**config.mk**
```make
export PLATFORM = sky130hd
export DESIGN_NAME = stable_priority_queue
export DESIGN_NICKNAME = d
export VERILOG_FILES = /design/src/rtl/spq_pkg.sv /design/src/rtl/spq_cell.sv /design/src/rtl/stable_priority_queue.sv
export SDC_FILE = /design/constraint.sdc
export NUM_CORES = 1
export LEC_CHECK = 0
export ABC_AREA = 1
export BUFFER_PORTS_ARGS = -buffer_cell sky130_fd_sc_hd__buf_2
export CORE_MARGIN = 5
export CORE_UTILIZATION = 62
export DETAILED_ROUTE_END_ITERATION = 10
export GPL_ROUTABILITY_DRIVEN = 1
export PLACE_DENSITY = 0.87
export SYNTH_ARGS = -nofsm -noshare
export SYNTH_HDL_FRONTEND = slang
export SYNTH_SLANG_ARGS = --single-unit
```
**constraint.sdc**
```tcl
create_clock -name clk_i -period 5.3 [get_ports clk_i]
set_input_delay 1.06 -clock clk_i [delete_from_list [all_inputs] [get_ports clk_i]]
set_output_delay 1.06 -clock clk_i [all_outputs]
set_load 0.02 [all_outputs]
```
**src/rtl/spq_pkg.sv**
```systemverilog
// package: widths, entry and command types, status codes for the priority queue
`timescale 1ns / 1ps
package spq_pkg;

  localparam int DEPTH     = 16;
  localparam int TAG_WIDTH = 16;
  localparam int PRIO_W    = 4;
  localparam int CNT_W     = $clog2(DEPTH + 1);

  localparam int IN_BITS   = 1 + PRIO_W + TAG_WIDTH;
  localparam int IN_W      = ((IN_BITS + 7) / 8) * 8;
  localparam int OUT_BITS  = 2 + 1 + PRIO_W + TAG_WIDTH + CNT_W;
  localparam int OUT_W     = ((OUT_BITS + 7) / 8) * 8;

  typedef enum logic {
    ACT_INSERT = 1'b0,
    ACT_REMOVE = 1'b1
  } spq_action_e;

  typedef enum logic [1:0] {
    ST_DONE  = 2'd0,
    ST_FULL  = 2'd1,
    ST_EMPTY = 2'd2
  } spq_status_e;

  typedef struct packed {
    logic              valid;
    logic [PRIO_W-1:0] prio;
    logic [TAG_WIDTH-1:0] tag;
  } spq_entry_t;

  // broadcast to every cell in the row
  typedef struct packed {
    logic              ins;
    logic              rem;
    logic [PRIO_W-1:0] prio;
    logic [TAG_WIDTH-1:0] tag;
  } spq_cmd_t;

endpackage

```
**src/rtl/spq_cell.sv**
```systemverilog
// one slot of the sorted row: compare against the new entry, hold or shift
`timescale 1ns / 1ps
module spq_cell (
  input  logic                clk_i,
  input  logic                rst_ni,
  input  spq_pkg::spq_cmd_t   cmd_i,
  input  spq_pkg::spq_entry_t left_i,
  input  logic                left_keep_i,
  input  spq_pkg::spq_entry_t right_i,
  output spq_pkg::spq_entry_t entry_o,
  output logic                keep_o
);
  import spq_pkg::*;

  logic                 valid_q, valid_d;
  logic [PRIO_W-1:0]    prio_q, prio_d;
  logic [TAG_WIDTH-1:0] tag_q, tag_d;

  // equal priority stays ahead of the new entry, which keeps the order stable
  assign keep_o = valid_q && (prio_q >= cmd_i.prio);

  always_comb begin
    valid_d = valid_q;
    prio_d  = prio_q;
    tag_d   = tag_q;
    if (cmd_i.rem) begin
      valid_d = right_i.valid;
      prio_d  = right_i.prio;
      tag_d   = right_i.tag;
    end else if (cmd_i.ins && !keep_o) begin
      if (left_keep_i) begin
        valid_d = 1'b1;
        prio_d  = cmd_i.prio;
        tag_d   = cmd_i.tag;
      end else begin
        valid_d = left_i.valid;
        prio_d  = left_i.prio;
        tag_d   = left_i.tag;
      end
    end
  end

  always_ff @(posedge clk_i or negedge rst_ni) begin
    if (!rst_ni) begin
      valid_q <= 1'b0;
    end else begin
      valid_q <= valid_d;
    end
  end

  always_ff @(posedge clk_i) begin
    prio_q <= prio_d;
    tag_q  <= tag_d;
  end

  assign entry_o = '{valid: valid_q, prio: prio_q, tag: tag_q};

endmodule

```
**src/rtl/stable_priority_queue.sv**
```systemverilog
// top level: stream ports, entry count, result register and the row of cells
// the result of an item is registered and offered in the cycle after its transfer
// throughput: one item per cycle while results are taken; each cell decides hold, shift or load locally
// the input waits only while an unread result sits in the output register
// reset empties the queue (cell valid bits and count cleared), no result pending
`timescale 1ns / 1ps
module stable_priority_queue (
  input  logic                     clk_i,
  input  logic                     rst_ni,
  input  logic                     s_axis_tvalid,
  output logic                     s_axis_tready,
  input  logic [spq_pkg::IN_W-1:0] s_axis_tdata,  // action, priority_req, tag
  output logic                     m_axis_tvalid,
  input  logic                     m_axis_tready,
  output logic [spq_pkg::OUT_W-1:0] m_axis_tdata  // status, head_valid, head_priority,
                                                  // head_tag, entry_count
);
  import spq_pkg::*;

  spq_action_e          action;
  logic [PRIO_W-1:0]    priority_req;
  logic [TAG_WIDTH-1:0] tag;
  logic                 in_xfer;
  logic                 full, empty;

  logic [CNT_W-1:0]     count_q, count_d;
  logic                 out_valid_q, out_valid_d;
  spq_status_e          status_q, status_d;

  spq_cmd_t             cmd;
  spq_entry_t           entries [DEPTH];
  logic [DEPTH-1:0]     keeps;

  assign action       = spq_action_e'(s_axis_tdata[0]);
  assign priority_req = s_axis_tdata[PRIO_W:1];
  assign tag          = s_axis_tdata[PRIO_W+TAG_WIDTH:PRIO_W+1];

  assign s_axis_tready = !out_valid_q || m_axis_tready;
  assign in_xfer       = s_axis_tvalid && s_axis_tready;
  assign full          = (count_q == CNT_W'(DEPTH));
  assign empty         = (count_q == '0);

  always_comb begin
    cmd.ins     = in_xfer && (action == ACT_INSERT) && !full;
    cmd.rem     = in_xfer && (action == ACT_REMOVE) && !empty;
    cmd.prio    = priority_req;
    cmd.tag     = tag;
    count_d     = count_q;
    status_d    = status_q;
    out_valid_d = out_valid_q && !m_axis_tready;
    if (in_xfer) begin
      out_valid_d = 1'b1;
      unique case (action)
        ACT_INSERT: begin
          status_d = full ? ST_FULL : ST_DONE;
          if (!full) count_d = count_q + CNT_W'(1);
        end
        ACT_REMOVE: begin
          status_d = empty ? ST_EMPTY : ST_DONE;
          if (!empty) count_d = count_q - CNT_W'(1);
        end
        default: status_d = ST_DONE;
      endcase
    end
  end

  always_ff @(posedge clk_i or negedge rst_ni) begin
    if (!rst_ni) begin
      count_q     <= '0;
      out_valid_q <= 1'b0;
      status_q    <= ST_DONE;
    end else begin
      count_q     <= count_d;
      out_valid_q <= out_valid_d;
      status_q    <= status_d;
    end
  end

  for (genvar i = 0; i < DEPTH; i++) begin : g_cell
    spq_entry_t left, right;
    logic       left_keep;
    if (i == 0) begin : g_first
      assign left      = '0;
      assign left_keep = 1'b1;
    end else begin : g_inner
      assign left      = entries[i-1];
      assign left_keep = keeps[i-1];
    end
    if (i == DEPTH - 1) begin : g_last
      assign right = '0;
    end else begin : g_mid
      assign right = entries[i+1];
    end
    spq_cell u_cell (
      .clk_i       (clk_i),
      .rst_ni      (rst_ni),
      .cmd_i       (cmd),
      .left_i      (left),
      .left_keep_i (left_keep),
      .right_i     (right),
      .entry_o     (entries[i]),
      .keep_o      (keeps[i])
    );
  end

  // the head cell already holds the state after the transfer that made this result
  logic                 head_valid;
  logic [PRIO_W-1:0]    head_priority;
  logic [TAG_WIDTH-1:0] head_tag;

  assign head_valid    = entries[0].valid;
  assign head_priority = head_valid ? entries[0].prio : '0;
  assign head_tag      = head_valid ? entries[0].tag : '0;

  assign m_axis_tvalid = out_valid_q;
  assign m_axis_tdata  = OUT_W'({count_q, head_tag, head_priority, head_valid, status_q});

endmodule

```
# --- Word level (Yosys, flattened, before mapping) ---
# Index checks and enable logic that the tools add are counted.
totals:
  register_bits: 344
  input_bits: 28
  out_inout_bits: 34
  word_cells: 296
classes:
  add_sub_neg: 2
  n_lt_le_gt_ge: 16
  n_eq_ne: 3
  n_mux: 146
  bitwise: 1
  n_reduce_logical: 77
ops:
  columns: ["operator", "n"]
  rows:
  - ["$mux 16", 46]
  - ["$mux 4", 46]
  - ["$ge 4x4->1", 16]
  - ["$mux 1", 49]
  - ["$logic_and 1x1->1", 38]
  - ["$reduce_bool 2->1", 16]
  - ["$logic_not 1->1", 20]
  - ["$mux 5", 2]
  - ["$pmux 5 s2", 1]
  - ["$add 5x1->5 const B", 1]
  - ["$eq 5x5->1 const B", 1]
  - ["$logic_not 5->1", 1]
  - ["$sub 5x1->5 const B", 1]
  - ["$ne 2x2->1 const B", 2]
  - ["$pmux 2 s2", 1]
  - ["$reduce_and 3->1", 1]
  - ["$mux 2", 1]
  - ["$logic_or 1x1->1", 1]
  - ["$not 1->1", 1]

# --- Logic depth before layout (Yosys ltp) ---
depth:
  ltp_word: 8
  depth_mapped: 13
  ltp_nobuf: 12

# --- Cells and area by module ---
# Synthesis repeated with hierarchy kept, for this count alone.
hier_totals:
  cells_unflattened: 2356
  hier_area_um2: 20230.7
by_module_without_submodules:
  columns: ["mod", "instances", "cells_each", "area_per_inst_um2", "seq_area_each_um2"]
  rows:
  - ["spq_cell at g_cell[1].u_cell ...", 9, 140, 1241.2, 625.6]
  - ["spq_cell at g_cell[0].u_cell ...", 7, 140, 1186.1, 625.6]
  - ["stable_priority_queue", 1, 116, 757.0, 200.2]

# --- Worst setup path before layout ---
# Ideal clock, no wire load.
synth_timing:
  kind: "input-to-reg"
  start: "in s_axis_tdata[4] (netlist name)"
  end: "reg g_cell[14].u_cell.prio_q[0], enable pin"
  setup_ns: 0.425
  arrival_time_ns: 4.249
  required_time_ns: 4.875
  path_slack_ns: 0.626
  path_stages: 9
  n_path_buf: 2
  cell_sequence: "inv_1 > clkbuf_1 > ha_1 > a21oi_1 > nand3_1 > nand2_1 > buf_2 > inv_1 > o21ai_0"
synth_via:
  elab_chain_len: 5
synth_lines:
  columns: ["item", "line", "text"]
  rows:
  - ["start: declaration", "stable_priority_queue.sv:12", "input logic [spq_pkg::IN_W-1:0] s_axis_tdata,"]
  - ["$ge 4x4->1", "spq_cell.sv:20", "assign keep_o = valid_q && (prio_q >= cmd_i.prio);"]
  - ["$logic_and 1x1->1", "spq_cell.sv:20", null]
  - ["$logic_not 1->1", "spq_cell.sv:30", "end else if (cmd_i.ins && !keep_o) begin"]
  - ["$logic_and 1x1->1", "spq_cell.sv:30", null]
  - ["$reduce_bool 2->1 (no source line)", null, null]
  - ["end signal: assignment", "spq_cell.sv:52", "prio_q <= prio_d;"]
  - ["end: declaration", "spq_cell.sv:16", "logic [PRIO_W-1:0] prio_q, prio_d;"]
# Every way passes these cells.
# A chain may end at the register's enable or synchronous reset.

# --- Worst setup path after layout ---
layout_timing:
  start: "in s_axis_tdata[4] (netlist name)"
  end: "reg g_cell[7].u_cell.prio_q[3] (data pin)"
layout_via:
  elab_chain_len: 5
layout_lines:
  columns: ["item", "line", "text"]
  rows:
  - ["$ge 4x4->1", "spq_cell.sv:20", null]
  - ["$logic_and 1x1->1", "spq_cell.sv:20", null]
  - ["$mux 4 *", "spq_cell.sv:31", "if (left_keep_i) begin"]
  - ["$mux 4 *", "spq_cell.sv:30", null]
  - ["$mux 4 *", "spq_cell.sv:26", "if (cmd_i.rem) begin"]
  - ["via g_cell[7].u_cell.prio_d[3]", "spq_cell.sv:16", null]
  - ["end signal: assignment", "spq_cell.sv:52", null]
  - ["end: declaration", "spq_cell.sv:16", null]
# The timed path passes the listed nets; every way through them passes the cells marked *. The select of a mux whose other input is x is not followed.

==> Implementation_results.wiki <==
{| class="wikitable"
! Metric !! Value
|-
| Largest driver fanout on the critical path || 22
|-
| Tmin final || between 4000 and 5000 ps
|-
| Number of max-capacitance violations reported || 0
|-
| Worst-case setup margin in the final layout || ~1100 ps
|-
| Post-route cell area || 22700 um^2
|-
| Worst setup timing slack at the placement stage || between 600 and 700 ps
|-
| Yosys synthesis warning count || 0
|-
| Top delay family on crit path || simple AND/OR/NAND/NOR gates
|-
| Number of synthesized register bits || 344
|-
| Sum of net half-perimeters after detailed placement || about 40000 um
|-
| Max-slew violation total from the final report || 0
|-
| Number of clock sinks || about 340
|-
| Routed Wire Length || 62500 um
|-
| Slew of the pin with the lowest slew margin || between 1000 and 1500 ps
|-
| Post-Synthesis Mean Instance Area || around 7.4 um^2
|-
| DRT antenna net count || 0
|-
| Top cell by count, worst path || sky130_fd_sc_hd__nand2_1
|-
| Share of the synthesized area in the top cell type || between 40% and 50%
|-
| Average wire per cell in the routed design || between 15 and 20 um
|-
| Num ports || 62
|-
| GRT Util Overall || approximately a third
|-
| Final cycle utilization of the critical path || approximately four fifths
|-
| First-pass GRT wire length || approximately 99000 um
|-
| Number of cells produced by synthesis || 2893
|-
| Leading cell types by count after synthesis || 1094 x sky130_fd_sc_hd__nand2_1, 640 x sky130_fd_sc_hd__nand3_1, 398 x sky130_fd_sc_hd__inv_1
|-
| Number of global-route vias before repair || around 20000
|-
| Area Overhead vs Synth || 6.19%
|-
| CTS tree || built
|-
| Maximum buffer depth of the clock tree || 3
|-
| Synthesized area || around 21000 um^2
|-
| CTS Root Buffer Type || sky130_fd_sc_hd__clkbuf_16
|-
| Share of flip-flops with an asynchronous set or reset || under 10%
|-
| Initial core utilization || just over 60%
|-
| Clock network latency to the later pin of the worst-skew pair || 540 ps
|-
| Nets@finish || 2905
|-
| Die extent in x || ~200 um
|-
| Most used flip-flop cell after synthesis || sky130_fd_sc_hd__edfxtp_1
|-
| GRT Residual Overflow || 0
|-
| Pwr dens || about 480 nW/um^2
|-
| Number of hold-slack violations in the final timing report || 0
|-
| Distinct cell type count of the synthesized netlist || 29
|-
| EDFF count, synth || 300
|-
| Leakage Power || roughly 0.012 uW
|-
| Via count || between 15000 and 20000
|-
| Relative slew margins || 27.6%
|-
| Die span in y || approximately 200 um
|-
| Number of buffers added for setup after CTS || 0
|-
| Cell type with the largest total area after synthesis || sky130_fd_sc_hd__edfxtp_1
|-
| Floorplan row count || between 60 and 70
|-
| Placed Instance Area || 21400 um^2
|-
| Longest individual stage delay on the worst path || ~910 ps
|-
| Worst IR Drop VDD || between 300 and 400 uV
|-
| Die footprint || 38300 um^2
|-
| Area contributors post-synth || sky130_fd_sc_hd__edfxtp_1 42%, sky130_fd_sc_hd__nand2_1 19%, sky130_fd_sc_hd__nand3_1 15%
|-
| Floorplan core area || 34300 um^2
|-
| Setup repair after global routing missed its margin || false
|-
| Worst EP required || between 5000 and 6000 ps
|-
| Input/output buffers || 54
|-
| Crit path DAT || around 4500 ps
|-
| CTS Buf Count || 38
|-
| Number of antenna violations at the first check in global routing || 1
|-
| First-pass detailed-route iteration total || 8
|-
| Setup Viol. Count Final || 0
|-
| Cell with the most instances after synthesis || sky130_fd_sc_hd__nand2_1
|-
| Vias/cell || 6.05
|-
| Final weighted congestion in routability-driven placement || ~0.97
|-
| Tot Pwr || around 11000 uW
|-
| Peak Freq || ~0.24 GHz
|-
| Maximum clock skew at final layout || 15.4 ps
|-
| Critical Path Sink Type || register
|-
| Crit start category || primary input
|-
| First DRT Iteration DRCs || about 2900
|-
| Register clock-pin slew on the reported worst setup and hold paths || 60 ps
|-
| Cts repair resizes || 0
|-
| Maximum number of pins on one net before global-route repair || 156
|-
| Share of the yosys chip area belonging to registers || 46.9%
|-
| Result of the run || finished, final reports clean
|-
| Slowest cell on crit path || sky130_fd_sc_hd__nand2_1
|-
| Ratio of cells with drive above 1 in the final layout || under 10%
|-
| Class of the tightest hold or removal check || register to register
|-
| Class of the most critical setup path || primary input to register
|-
| Total Neg Setup Slack || 0 ps
|-
| Critical path, cell by cell || buf_2, inv_1, buf_4, ha_1, nand2_1, inv_1, o21ai_0, nand3_1, nand2_1, nand2_1, nand3_1, nand2_1
|-
| Post-route DRC violation count || 0
|-
| Buffer and inverter count on the worst path || 4
|-
| Htree depth || 2
|-
| Cts-stage hold buffer count || 0
|}
## metrics by stage
step / hold WS [ps] / utilization (%) / std cells
finish: 491 / 66.1 / 3295
global route: 543 / 66.1 / 3294
CTS: 490 / 66.1 / 3293
detailed placement: 477 / 62.5 / 3224
global placement: 464 / 62.5 / 3224
floorplan: 494 / - / 2896
## power by group
part           switching, uW  internal (uW)
clock                   1110           1570
combinational           2400           1080
sequential               709           3930
## metal layers
layer  up-vias  share of wire, %  GRT usage (%)  wire, um
met5         -                 0              0         0
met4         0               5.8           16.6      3650
met3       291                12           7.94      7750
met2      1400                46           50.5     28700
met1      9177                36           40.8     22400
li1       9051                 -              -         -
## cell families (layout without fill, tap and decap cells)
group	count (synthesis)	count (layout)	synth area share [%]
AO/OA/AOI/OAI	62	62	1.49
XOR/XNOR	5	5	0.205
adder cells (fa/ha/maj)	68	68	4.02
buffers and inverters	612	554	11.8
flip-flops	344	344	46.9
other	1	6	0.0176
AND/OR/NAND/NOR	1801	1801	35.6
## worst paths after layout
| path | cells after the start | end | from | slack [ps] |
|---|---|---|---|---|
| worst max-delay path | 12 | g_cell[7].u_cell.prio_q[3]$_DFFE_PP_ | s_axis_tdata[4] | 1120 |
| worst min-delay path | 2 | status_q[0]$_DFFE_PN0N_ | status_q[0]$_DFFE_PN0N_ | 490 |
| min in group asynchronous | 1 | count_q[4]$_DFFE_PN0P_ | rst_ni | 610 |
| worst max register to register | 6 | g_cell[9].u_cell.tag_q[11]$_DFFE_PP_ | count_q[0]$_DFFE_PN0P_ | 2030 |
| worst min register to register | 2 | status_q[0]$_DFFE_PN0N_ | status_q[0]$_DFFE_PN0N_ | 490 |
| max in group asynchronous | 1 | g_cell[3].u_cell.valid_q$_DFFE_PN0P_ | rst_ni | 4180 |
## state kept, by name, summed over array words and instances (netlist names)
name,count
g_cell.u_cell.tag_q,256
g_cell.u_cell.prio_q,64
status_q,2
m_axis_tvalid,1
g_cell.u_cell.valid_q,16
count_q,5
## worst register-to-register path, cell delays in order (launching register included)
cell and delay (ps):
sky130_fd_sc_hd__dfrtp_1 450, sky130_fd_sc_hd__inv_1 80, sky130_fd_sc_hd__nand4_1 250, sky130_fd_sc_hd__nand2_8 360, sky130_fd_sc_hd__nand2_2 830, sky130_fd_sc_hd__nand2_1 180, sky130_fd_sc_hd__inv_1 730
## placed cells by master, fill, tap and decap left out, types with 4 or more instances in the layout
master                      instances
sky130_fd_sc_hd__buf_2             54
sky130_fd_sc_hd__nand3_1          640
sky130_fd_sc_hd__inv_1            398
sky130_fd_sc_hd__clkinv_2           8
sky130_fd_sc_hd__a21oi_1           18
sky130_fd_sc_hd__dfrtp_1           24
sky130_fd_sc_hd__edfxtp_1         300
sky130_fd_sc_hd__ha_1              67
sky130_fd_sc_hd__clkbuf_1           9
sky130_fd_sc_hd__nand2_1         1093
sky130_fd_sc_hd__buf_4             30
sky130_fd_sc_hd__dfxtp_1           20
sky130_fd_sc_hd__nor2_1            57
sky130_fd_sc_hd__nand4_1            4
sky130_fd_sc_hd__conb_1             4
sky130_fd_sc_hd__o21ai_0           38
sky130_fd_sc_hd__clkinv_1           5
sky130_fd_sc_hd__bufinv_16          4
sky130_fd_sc_hd__clkbuf_16         39
## cell type report
class / count / area, um^2
antenna: 2 / 5.00
clock buffer: 50 / 1040
clock inverter: 19 / 195
fill: 2734 / 11600
inverter: 401 / 1510
multi-input combinational: 1940 / 8850
sequential: 344 / 10000
tap: 455 / 569
timing repair buffer: 84 / 495
Power figures use the tool's default switching activity.
